[src/sv/counter_priority_task_scheduler_core_macros.svh]
// ---------------------------------------------------------------------------
// Assertion macros for the counter/priority task scheduler
// Concurrent assertion wrappers; they compile to nothing under SYNTHESIS.
// ---------------------------------------------------------------------------
`ifndef COUNTER_PRIORITY_TASK_SCHEDULER_CORE_MACROS_SVH
`define COUNTER_PRIORITY_TASK_SCHEDULER_CORE_MACROS_SVH
`ifndef SYNTHESIS
// Same-cycle implication.
`define CPTS_ASSERT_IMPL(label, clk, rst, ante, cons, msg) \
   label: assert property (@(posedge clk) disable iff (rst) (ante) |-> (cons)) \
      else $error(msg);
// Next-cycle implication.
`define CPTS_ASSERT_NEXT(label, clk, rst, ante, cons, msg) \
   label: assert property (@(posedge clk) disable iff (rst) (ante) |=> (cons)) \
      else $error(msg);
`else
`define CPTS_ASSERT_IMPL(label, clk, rst, ante, cons, msg)
`define CPTS_ASSERT_NEXT(label, clk, rst, ante, cons, msg)
`endif
`endif

[src/sv/cpts_pkg.sv]
// ---------------------------------------------------------------------------
// Scheduler package
// Types, codes and constants shared by the scheduler modules.
// ---------------------------------------------------------------------------
package cpts_pkg;

   localparam int unsigned TASK_SLOTS_DEFAULT = 64;
   localparam int unsigned TASK_W  = 6;
   localparam int unsigned COUNT_W = 16;
   localparam int unsigned PRIO_W  = 8;
   localparam int unsigned NOPRE_W = 8;
   localparam int unsigned FUNC_W  = 3;

   localparam logic [FUNC_W-1:0] FUNC_TICK  = 3'd0;
   localparam logic [FUNC_W-1:0] FUNC_YIELD = 3'd1;
   localparam logic [FUNC_W-1:0] FUNC_PDIS  = 3'd2;
   localparam logic [FUNC_W-1:0] FUNC_PEN   = 3'd3;
   localparam logic [FUNC_W-1:0] FUNC_SET   = 3'd4;

   typedef logic signed [COUNT_W-1:0] count_type;

   localparam count_type COUNT_MIN  = 16'sh8000;
   localparam count_type COUNT_NONE = -16'sd1;
   localparam logic [NOPRE_W-1:0] NOPRE_MAX = 8'hFF;

   typedef struct packed {
      logic [FUNC_W-1:0]  func;
      logic [TASK_W-1:0]  slot;
      logic               present;
      logic               ready_req;
      logic [PRIO_W-1:0]  prio;
      logic [7:0]         start_count;
   } req_payload_type;

   typedef struct packed {
      logic [TASK_W-1:0]  current_task;
      logic               switched;
      logic               rescheduled;
      count_type          current_count;
   } rsp_payload_type;

   // One slot of the task table as held in memory.
   typedef struct packed {
      logic               present;
      logic               ready;
      count_type          count;
      logic [PRIO_W-1:0]  prio;
      logic [NOPRE_W-1:0] nopre;
   } entry_type;

   localparam int unsigned ENTRY_W = $bits(entry_type);

   typedef struct packed {
      logic clear;
      logic sample;
   } scan_ctrl_type;

   typedef struct packed {
      count_type best;
      count_type zero_count;
   } scan_result_type;

   // Slot 0 comes out of reset holding the idle task.
   function automatic entry_type reset_entry(input logic is_slot0);
      entry_type e;
      e.present = is_slot0;
      e.ready   = is_slot0;
      e.count   = '0;
      e.prio    = is_slot0 ? PRIO_W'(1) : '0;
      e.nopre   = '0;
      return e;
   endfunction

endpackage

[src/sv/cpts_stream_if.sv]
// ---------------------------------------------------------------------------
// Stream channel
// Valid/ready channel carrying one payload item per handshake.
// ---------------------------------------------------------------------------
interface cpts_stream_if #(
   parameter type payload_type = logic
);
   logic        valid;
   logic        ready;
   payload_type payload;

   modport source (output valid, output payload, input ready);
   modport sink   (input valid, input payload, output ready);
endinterface

[src/sv/cpts_ram.sv]
// ---------------------------------------------------------------------------
// Generic RAM
// One write port, one read port, read data registered.
// ---------------------------------------------------------------------------
module cpts_ram #(
   parameter int unsigned WIDTH = 8,
   parameter int unsigned DEPTH = 64
) (
   input  logic                     clock,
   input  logic                     wr_en,
   input  logic [$clog2(DEPTH)-1:0] wr_addr,
   input  logic [WIDTH-1:0]         wr_data,
   input  logic [$clog2(DEPTH)-1:0] rd_addr,
   output logic [WIDTH-1:0]         rd_data
);
   logic [WIDTH-1:0] mem_ff [DEPTH];
   logic [WIDTH-1:0] rd_data_ff;

   always_ff @(posedge clock) begin
      if (wr_en) begin
         mem_ff[wr_addr] <= wr_data;
      end
      rd_data_ff <= mem_ff[rd_addr];
   end

   assign rd_data = rd_data_ff;
endmodule

[src/sv/cpts_scan.sv]
// ---------------------------------------------------------------------------
// Selection scan unit
// Tracks the best ready slot over a stream of table reads.
// ---------------------------------------------------------------------------
module cpts_scan #(
   parameter int unsigned TASK_SLOTS = cpts_pkg::TASK_SLOTS_DEFAULT
) (
   input  logic                          clock,
   input  cpts_pkg::scan_ctrl_type       ctrl,
   input  logic [$clog2(TASK_SLOTS)-1:0] idx,
   input  cpts_pkg::entry_type           entry,
   output cpts_pkg::scan_result_type     result,
   output logic [$clog2(TASK_SLOTS)-1:0] win
);
   import cpts_pkg::*;

   localparam int unsigned IDX_W = $clog2(TASK_SLOTS);

   count_type          best_ff,  best_in;
   count_type          zero_ff,  zero_in;
   logic [IDX_W-1:0]   win_ff,   win_in;

   always_comb begin
      best_in = best_ff;
      zero_in = zero_ff;
      win_in  = win_ff;
      priority if (ctrl.clear) begin
         best_in = COUNT_NONE;
         win_in  = '0;
      end else if (ctrl.sample) begin
         if (idx == '0) begin
            zero_in = entry.count;
         end
         // Strictly greater keeps the lowest index on a tie.
         if (entry.present && entry.ready && (entry.count > best_ff)) begin
            best_in = entry.count;
            win_in  = idx;
         end
      end
   end

   always_ff @(posedge clock) begin
      best_ff <= best_in;
      zero_ff <= zero_in;
      win_ff  <= win_in;
   end

   assign result.best       = best_ff;
   assign result.zero_count = zero_ff;
   assign win               = win_ff;
endmodule

[src/sv/counter_priority_task_scheduler_core.sv]
// ---------------------------------------------------------------------------
// Counter/priority task scheduler core
// Task table in one RAM, walked by a sequencer for selection and refill.
// ---------------------------------------------------------------------------
// After reset the block writes the initial task table into its RAM and
// takes no item meanwhile. An item that does not reschedule goes through a
// read of the running task's slot, the update and write-back, and the load
// of the output register. A reschedule adds a selection pass; when the best
// counter is zero, a refill pass and another selection pass follow. Every
// pass is bound by the single read port of the table RAM, which delivers one
// slot per cycle. A new item is taken while the previous result still waits
// in the output register.
`include "counter_priority_task_scheduler_core_macros.svh"

module counter_priority_task_scheduler_core #(
   parameter int unsigned TASK_SLOTS = cpts_pkg::TASK_SLOTS_DEFAULT
) (
   input  logic          clock,
   input  logic          reset,
   cpts_stream_if.sink   req_chan,
   cpts_stream_if.source rsp_chan
);
   import cpts_pkg::*;

   localparam int unsigned IDX_W = $clog2(TASK_SLOTS);
   localparam logic [IDX_W-1:0] LAST_IDX = IDX_W'(TASK_SLOTS - 1);

   typedef enum logic [9:0] {
      ST_CLEAR       = 10'b00_0000_0001,
      ST_IDLE        = 10'b00_0000_0010,
      ST_MODIFY      = 10'b00_0000_0100,
      ST_SCAN        = 10'b00_0000_1000,
      ST_SCAN_WAIT   = 10'b00_0001_0000,
      ST_DECIDE      = 10'b00_0010_0000,
      ST_REFILL      = 10'b00_0100_0000,
      ST_REFILL_WAIT = 10'b00_1000_0000,
      ST_DONE        = 10'b01_0000_0000,
      ST_SPARE       = 10'b10_0000_0000
   } state_type;

   state_type         state_ff,     state_in;
   logic [IDX_W-1:0]  addr_ff,      addr_in;
   logic              pending_ff,   pending_in;
   logic [IDX_W-1:0]  pend_idx_ff;
   req_payload_type   req_ff,       req_in;
   logic [IDX_W-1:0]  run_ff,       run_in;
   logic [IDX_W-1:0]  prev_ff,      prev_in;
   logic              sched_ff,     sched_in;
   count_type         res_count_ff, res_count_in;
   logic              rsp_valid_ff, rsp_valid_in;
   rsp_payload_type   rsp_data_ff,  rsp_data_in;

   logic              wr_en;
   logic [IDX_W-1:0]  wr_addr;
   entry_type         wr_data;
   logic [IDX_W-1:0]  rd_addr;
   logic [ENTRY_W-1:0] rd_raw;
   entry_type         cur;
   entry_type         upd;
   count_type         tick_count;
   logic              slot_ok;
   scan_ctrl_type     scan_ctrl;
   scan_result_type   scan_res;
   logic [IDX_W-1:0]  scan_win;

   cpts_ram #(
      .WIDTH (ENTRY_W),
      .DEPTH (TASK_SLOTS)
   ) u_table (
      .clock   (clock),
      .wr_en   (wr_en),
      .wr_addr (wr_addr),
      .wr_data (wr_data),
      .rd_addr (rd_addr),
      .rd_data (rd_raw)
   );

   assign cur = entry_type'(rd_raw);

   cpts_scan #(
      .TASK_SLOTS (TASK_SLOTS)
   ) u_scan (
      .clock  (clock),
      .ctrl   (scan_ctrl),
      .idx    (pend_idx_ff),
      .entry  (cur),
      .result (scan_res),
      .win    (scan_win)
   );

   assign req_chan.ready   = (state_ff == ST_IDLE);
   assign rsp_chan.valid   = rsp_valid_ff;
   assign rsp_chan.payload = rsp_data_ff;

   assign slot_ok    = (32'(req_ff.slot) < TASK_SLOTS);
   assign tick_count = (cur.count == COUNT_MIN) ? cur.count : cur.count - 16'sd1;
   assign pending_in = (state_ff == ST_SCAN) || (state_ff == ST_REFILL);

   always_comb begin
      state_in     = state_ff;
      addr_in      = addr_ff;
      req_in       = req_ff;
      run_in       = run_ff;
      prev_in      = prev_ff;
      sched_in     = sched_ff;
      res_count_in = res_count_ff;
      rsp_valid_in = rsp_valid_ff && !rsp_chan.ready;
      rsp_data_in  = rsp_data_ff;
      wr_en        = 1'b0;
      wr_addr      = addr_ff;
      wr_data      = cur;
      rd_addr      = addr_ff;
      upd          = cur;
      scan_ctrl    = '0;

      unique case (state_ff)
         ST_CLEAR: begin
            wr_en   = 1'b1;
            wr_data = reset_entry(addr_ff == '0);
            if (addr_ff == LAST_IDX) begin
               state_in = ST_IDLE;
               addr_in  = '0;
            end else begin
               addr_in = addr_ff + IDX_W'(1);
            end
         end

         ST_IDLE: begin
            rd_addr = run_ff;
            if (req_chan.valid) begin
               req_in   = req_chan.payload;
               prev_in  = run_ff;
               state_in = ST_MODIFY;
            end
         end

         ST_MODIFY: begin
            wr_addr      = run_ff;
            sched_in     = 1'b0;
            res_count_in = cur.count;
            unique case (req_ff.func)
               FUNC_TICK: begin
                  wr_en = 1'b1;
                  if ((tick_count > 16'sd0) || (cur.nopre != '0)) begin
                     upd.count = tick_count;
                  end else begin
                     upd.count = '0;
                     sched_in  = 1'b1;
                  end
                  wr_data      = upd;
                  res_count_in = upd.count;
               end
               FUNC_YIELD: begin
                  wr_en        = 1'b1;
                  upd.count    = '0;
                  sched_in     = 1'b1;
                  wr_data      = upd;
                  res_count_in = upd.count;
               end
               FUNC_PDIS: begin
                  wr_en = 1'b1;
                  if (cur.nopre != NOPRE_MAX) begin
                     upd.nopre = cur.nopre + NOPRE_W'(1);
                  end
                  wr_data = upd;
               end
               FUNC_PEN: begin
                  wr_en = 1'b1;
                  if (cur.nopre != '0) begin
                     upd.nopre = cur.nopre - NOPRE_W'(1);
                  end
                  wr_data = upd;
               end
               FUNC_SET: begin
                  if (slot_ok) begin
                     wr_en           = 1'b1;
                     wr_addr         = IDX_W'(req_ff.slot);
                     wr_data.present = req_ff.present;
                     wr_data.ready   = req_ff.ready_req;
                     wr_data.prio    = (req_ff.prio == '0) ? PRIO_W'(1) : req_ff.prio;
                     wr_data.count   = count_type'({8'd0, req_ff.start_count});
                     wr_data.nopre   = '0;
                     // The running task may be the one just rewritten.
                     if (IDX_W'(req_ff.slot) == run_ff) begin
                        res_count_in = wr_data.count;
                     end
                  end
               end
               default: begin
               end
            endcase
            addr_in  = '0;
            state_in = sched_in ? ST_SCAN : ST_DONE;
         end

         ST_SCAN: begin
            scan_ctrl.clear  = (addr_ff == '0);
            scan_ctrl.sample = pending_ff;
            if (addr_ff == LAST_IDX) begin
               state_in = ST_SCAN_WAIT;
            end else begin
               addr_in = addr_ff + IDX_W'(1);
            end
         end

         ST_SCAN_WAIT: begin
            scan_ctrl.sample = pending_ff;
            state_in         = ST_DECIDE;
         end

         ST_DECIDE: begin
            if (scan_res.best == '0) begin
               addr_in  = '0;
               state_in = ST_REFILL;
            end else begin
               // With no candidate the winner is still slot 0.
               run_in       = scan_win;
               res_count_in = (scan_res.best == COUNT_NONE) ? scan_res.zero_count
                                                            : scan_res.best;
               state_in     = ST_DONE;
            end
         end

         ST_REFILL, ST_REFILL_WAIT: begin
            // Read slot n while slot n-1 is written back; the wait state only writes the last slot.
            wr_en         = pending_ff && cur.present;
            wr_addr       = pend_idx_ff;
            upd.count     = (cur.count >>> 1) + count_type'({8'd0, cur.prio});
            wr_data       = upd;
            if (state_ff == ST_REFILL_WAIT) begin
               addr_in  = '0;
               state_in = ST_SCAN;
            end else if (addr_ff == LAST_IDX) begin
               state_in = ST_REFILL_WAIT;
            end else begin
               addr_in = addr_ff + IDX_W'(1);
            end
         end

         ST_DONE: begin
            if (!rsp_valid_ff || rsp_chan.ready) begin
               rsp_valid_in              = 1'b1;
               rsp_data_in.current_task  = TASK_W'(run_ff);
               rsp_data_in.switched      = (run_ff != prev_ff);
               rsp_data_in.rescheduled   = sched_ff;
               rsp_data_in.current_count = res_count_ff;
               state_in                  = ST_IDLE;
            end
         end

         default: begin
            state_in = ST_IDLE;
         end
      endcase
   end

   always_ff @(posedge clock) begin
      if (reset) begin
         state_ff     <= ST_CLEAR;
         addr_ff      <= '0;
         pending_ff   <= 1'b0;
         run_ff       <= '0;
         rsp_valid_ff <= 1'b0;
      end else begin
         state_ff     <= state_in;
         addr_ff      <= addr_in;
         pending_ff   <= pending_in;
         run_ff       <= run_in;
         rsp_valid_ff <= rsp_valid_in;
      end
   end

   always_ff @(posedge clock) begin
      pend_idx_ff  <= addr_ff;
      req_ff       <= req_in;
      prev_ff      <= prev_in;
      sched_ff     <= sched_in;
      res_count_ff <= res_count_in;
      rsp_data_ff  <= rsp_data_in;
   end

   `CPTS_ASSERT_NEXT(a_accept_to_modify, clock, reset,
      req_chan.valid && req_chan.ready, state_ff == ST_MODIFY,
      "accepted item did not reach the update step")
   `CPTS_ASSERT_IMPL(a_switch_needs_sched, clock, reset,
      rsp_chan.valid && rsp_chan.payload.switched, rsp_chan.payload.rescheduled,
      "task switch reported without a selection pass")
   `CPTS_ASSERT_NEXT(a_decide_to_done, clock, reset,
      (state_ff == ST_DECIDE) && (scan_res.best != '0), state_ff == ST_DONE,
      "non-zero best counter did not finish the reschedule")

endmodule

[src/flat_wrapper.sv]
// flat-port wrapper written by rule: the top's interface ports become plain ports
module counter_priority_task_scheduler_core_flat import cpts_pkg::*;
#(
   parameter int unsigned TASK_SLOTS = cpts_pkg::TASK_SLOTS_DEFAULT
)
  (clock, reset, req_chan_valid, req_chan_payload, req_chan_ready, rsp_chan_valid, rsp_chan_payload, rsp_chan_ready);
  cpts_stream_if #(.payload_type(req_payload_type)) req_chan_i ();
  cpts_stream_if #(.payload_type(rsp_payload_type)) rsp_chan_i ();
  input  logic clock;
  input  logic reset;
  input wire logic [$bits(req_chan_i.valid)-1:0] req_chan_valid;
  input wire logic [$bits(req_chan_i.payload)-1:0] req_chan_payload;
  output wire logic [$bits(req_chan_i.ready)-1:0] req_chan_ready;
  output wire logic [$bits(rsp_chan_i.valid)-1:0] rsp_chan_valid;
  output wire logic [$bits(rsp_chan_i.payload)-1:0] rsp_chan_payload;
  input wire logic [$bits(rsp_chan_i.ready)-1:0] rsp_chan_ready;
  assign req_chan_i.valid = req_chan_valid;
  assign req_chan_i.payload = req_chan_payload;
  assign req_chan_ready = req_chan_i.ready;
  assign rsp_chan_valid = rsp_chan_i.valid;
  assign rsp_chan_payload = rsp_chan_i.payload;
  assign rsp_chan_i.ready = rsp_chan_ready;
  counter_priority_task_scheduler_core #(.TASK_SLOTS(TASK_SLOTS)) u_core (.clock(clock), .reset(reset), .req_chan(req_chan_i), .rsp_chan(rsp_chan_i));
endmodule
[config.mk]
export PLATFORM = sky130hd
export DESIGN_NAME = counter_priority_task_scheduler_core_flat
export DESIGN_NICKNAME = d
export VERILOG_FILES = /design/src/sv/cpts_pkg.sv /design/src/sv/cpts_stream_if.sv /design/src/sv/cpts_ram.sv /design/src/sv/cpts_scan.sv /design/src/sv/counter_priority_task_scheduler_core.sv /design/src/flat_wrapper.sv
export VERILOG_INCLUDE_DIRS = /design/src /design/src/sv
export SDC_FILE = /design/constraint.sdc
export NUM_CORES = 2
export LEC_CHECK = 0
export BUFFER_PORTS_ARGS = -buffer_cell sky130_fd_sc_hd__buf_2
export CORE_ASPECT_RATIO = 0.6
export CORE_MARGIN = 2
export CORE_UTILIZATION = 29
export CTS_CLUSTER_DIAMETER = 200
export DETAILED_ROUTE_END_ITERATION = 8
export PLACE_DENSITY = 0.44
export SETUP_SLACK_MARGIN = 0.3
export SLEW_MARGIN = 20
export SYNTH_ARGS = -nofsm -noshare
export SYNTH_HDL_FRONTEND = slang
export SYNTH_SLANG_ARGS = --single-unit
[constraint.sdc]
create_clock -name clock -period 7.9 [get_ports clock]
set_input_delay 2.37 -clock clock [delete_from_list [all_inputs] [get_ports clock]]
set_output_delay 2.37 -clock clock [all_outputs]
set_load 0.1 [all_outputs]
==> summary.md <==
| Metric | Value |
|---|---|
| Peak VDD IR | `0.000158 V` |
| CTS tree | `done` |
| Setup Buffers After CTS | `0` |
| Slew Viols, Final | `0` |
| IO Count | `57` |
| Final Critical Period | `6.46 ns` |
| Clock tree sinks | `2351` |
| H-Tree Depth | `4` |
| CP endpoint kind | `register` |
| Outcome | `complete, no violations` |
| Overflow after GRT | `0` |
| Nets | `6473` |
| Starting DRT DRC Count | `10.1k` |
| Yosys reg bits | `2351` |
| Post-CTS Hold Buffers | `0` |
| CTS Root Cell | `clkbuf_16` |
| Netlist cell types | `101` |
| Post-synth top area share | `72.5%` |
| Detailed Route WL | `369000 um` |
| CTS Buffer Depth | `4` |
| Leakage | `34.7 nW` |
| Register clock-pin slew on the reported worst setup and hold paths | `0.07 ns` |
| Syn Nets | `6304` |
| Arrival time at the worst endpoint | `7.22 ns` |
| Row count | `161` |
| Setup crit start kind | `register` |
| Worst-margin pin slew | `1.34 ns` |
| CP required | `8.66 ns` |
| Largest net degree at the start of global routing | `112` |
| Max-cap violations | `0` |
| Yosys warning count | `0` |
| Fin Setup TNS | `0 ns` |
| Unrepaired setup endpoints after global routing | `no` |
| Ys async rst share | `0%` |
| Core area | `321000 sq um` |
| Hold Path Class | `register to register` |
| Mean post-synth cell area | `15.0 sq um` |
| Overall Global Routing Usage | `21.8%` |
| Placer Congestion | `0.938` |
| P&R area growth vs syn | `15.1%` |
| Crit Path Max Fanout | `77` |
| Share of post-route cells with drive strength above 1 | `14.6%` |
| Synth top area cells | `edfxtp_1 (72%), nand2_1 (4.9%), mux4_2 (3.7%), dfxtp_1 (1.8%), nand3_1 (1.8%)` |
| Detail-routed via count per cell | `5.54` |
| Number of enable flip-flop cells after synthesis | `2266` |
| First drt pass iteration count | `8` |
| Syn Std Cell Area | `93900 sq um` |
| Antenna Nets Post-Route | `0` |
| Main synth FF type | `edfxtp_1` |
| Rel. slew slack | `10.4%` |
| Crit Path Class | `register to register` |
| Die area | `328000 sq um` |
| Final hold vios | `0` |
| Pwr Total | `0.0316 W` |
| Drt drc | `0` |
| DIE HEIGHT | `445 um` |
| WL/cell | `33.7 um` |
| Post-synthesis sequential area ratio | `74.3%` |
| Post-CTS resize count | `0` |
| Die Wd | `738 um` |
| FMAX | `155 MHz` |
| Synthesized instance count | `6240` |
| IO buf count | `56` |
| Synth area leader | `edfxtp_1` |
| Clock latency on the worst-skew pair | `0.89 ns` |
| Tcrit/Tclk final | `81.8%` |
| First-pass GRT wire length | `495000 um` |
| Initial Utilization | `29.2%` |
| # setup viols final | `0` |
| Clock skew | `0.0709 ns` |
| Vias in the first global route | `54.9k` |
| Num CTS Buffers | `217` |
| Post-detail-place hpwl | `241000 um` |
| Vias | `60.5k` |
| Pwr Density | `293 nW/um^2` |
| Initial antenna violation count | `53` |
[flip-flops by register name, summed over array words and instances, names as in the netlist]
signal,count
u_core.addr_ff,6
u_core.u_table.mem_ff,2176
u_core.sched_ff,1
u_core.u_table.rd_data,34
u_core.req_ff,27
u_core.u_scan.win,6
u_core.rsp_chan.payload,24
u_core.prev_ff,6
u_core.u_scan.zero_ff,16
u_core.rsp_chan.valid,1
u_core.state_ff,9
u_core.pending_ff,1
u_core.pend_idx_ff,6
u_core.u_scan.best_ff,16
u_core.run_ff,6
u_core.res_count_ff,16
[path summary, 6_finish.rpt]
| kind | start | endpoint | slack (ns) | cells past startpoint |
|---|---|---|---|---|
| setup / recovery | u_core.state_ff[6] | u_core.u_table.rd_data[30] | 1.44 | 9 |
| setup reg to reg | u_core.state_ff[6] | u_core.u_table.rd_data[30] | 1.44 | 9 |
| hold reg to reg | u_core.res_count_ff[4] | u_core.rsp_chan.payload[4] | 0.38 | 0 |
| hold / removal | u_core.res_count_ff[4] | u_core.rsp_chan.payload[4] | 0.38 | 0 |
[per-layer routing]
| metal | vias to the layer above | GRT usage (%) | wire (um) |
|---|---|---|---|
| met2 | 3526 | 28.1 | 140000 |
| li1 | 24700 | - | - |
| met3 | 413 | 7.03 | 45200 |
| met5 | - | 0.319 | 286 |
| met4 | 26 | 3.59 | 6540 |
| met1 | 31900 | 35.0 | 176000 |
[cell usage after synthesis (all sizes together) (85+ instances only)]
cell / instances
nand4: 110
and3: 103
o21ai: 102
clkbuf: 138
nand3: 333
a21oi: 144
dfxtp: 85
nand2: 1229
edfxtp: 2266
a31oi: 169
buf: 237
mux2i: 149
mux4: 153
nor2: 204
[layout make-up]
type / instances / area, sq um
fill: 30900 / 213000
sequential: 2351 / 69700
multi-input combinational: 3472 / 23200
clock buffer: 279 / 5790
tap: 4319 / 5400
timing repair buffer: 325 / 2820
clock inverter: 104 / 863
inverter: 42 / 164
antenna: 29 / 72.6
[stage by stage]
stage	util, %	setup WS, ns	hold slack, ns	cell area [sq um]	std cells
2_1_floorplan	-	1.93	0.329	93900	6240
3_3_place_gp	31.4	1.56	0.406	101000	10500
3_5_place_dp	31.5	1.82	0.405	101000	10500
4_1_cts	33.6	1.82	0.378	108000	10900
5_1_grt	33.6	1.31	0.385	108000	10900
6_report	33.6	1.44	0.379	108000	10900
[cells in the final DEF, fill, tap and decap left out, drive strengths merged, types with 15 or more instances in the layout]
| cell | instances |
|---|---|
| and4 | 15 |
| o21ai | 102 |
| buf | 325 |
| nand2b | 18 |
| nor2 | 204 |
| o31ai | 22 |
| diode | 29 |
| and2 | 15 |
| mux2i | 149 |
| ha | 32 |
| a221oi | 24 |
| a211oi | 72 |
| or3 | 19 |
| nor3 | 50 |
| a31oi | 169 |
| nand3 | 333 |
| a22oi | 77 |
| o22ai | 26 |
| clkinv | 82 |
| dfxtp | 85 |
| edfxtp | 2266 |
| clkbuf | 279 |
| o211ai | 34 |
| inv | 45 |
| a311oi | 17 |
| xnor2 | 17 |
| a21oi | 144 |
| and3 | 103 |
| nor4 | 19 |
| mux4 | 153 |
| a2111oi | 20 |
| nand2 | 1229 |
| a32oi | 75 |
| o2111ai | 35 |
| nand4 | 110 |
[where the power goes]
part           total (W)  switching [W]  internal (W)
combinational    0.00599        0.00464       0.00134
sequential        0.0153       0.000321        0.0149
clock             0.0104        0.00478       0.00560
[cells by family after synthesis]
group                      share of synthesized area, %
AOI/OAI and AO/OA                                  7.03
adders and majority gates                         0.448
DFF                                                74.3
and+or+nand+nor                                    10.4
buffers and inverters                              2.18
xor gates and xnor gates                          0.261
muxes                                              5.34
[worst max-delay path, cell delays in order (launching register included)]
cell and delay [ns]:
dfxtp_1 0.39, nor3_2 0.75, a31oi_1 0.37, nor2_4 0.60
buf_12 0.48, buf_4 0.80, mux4_2 0.68, a32oi_1 0.79
nand4_1 0.73, or3_1 0.54
Note: power is estimated with default switching activity, not from simulation.
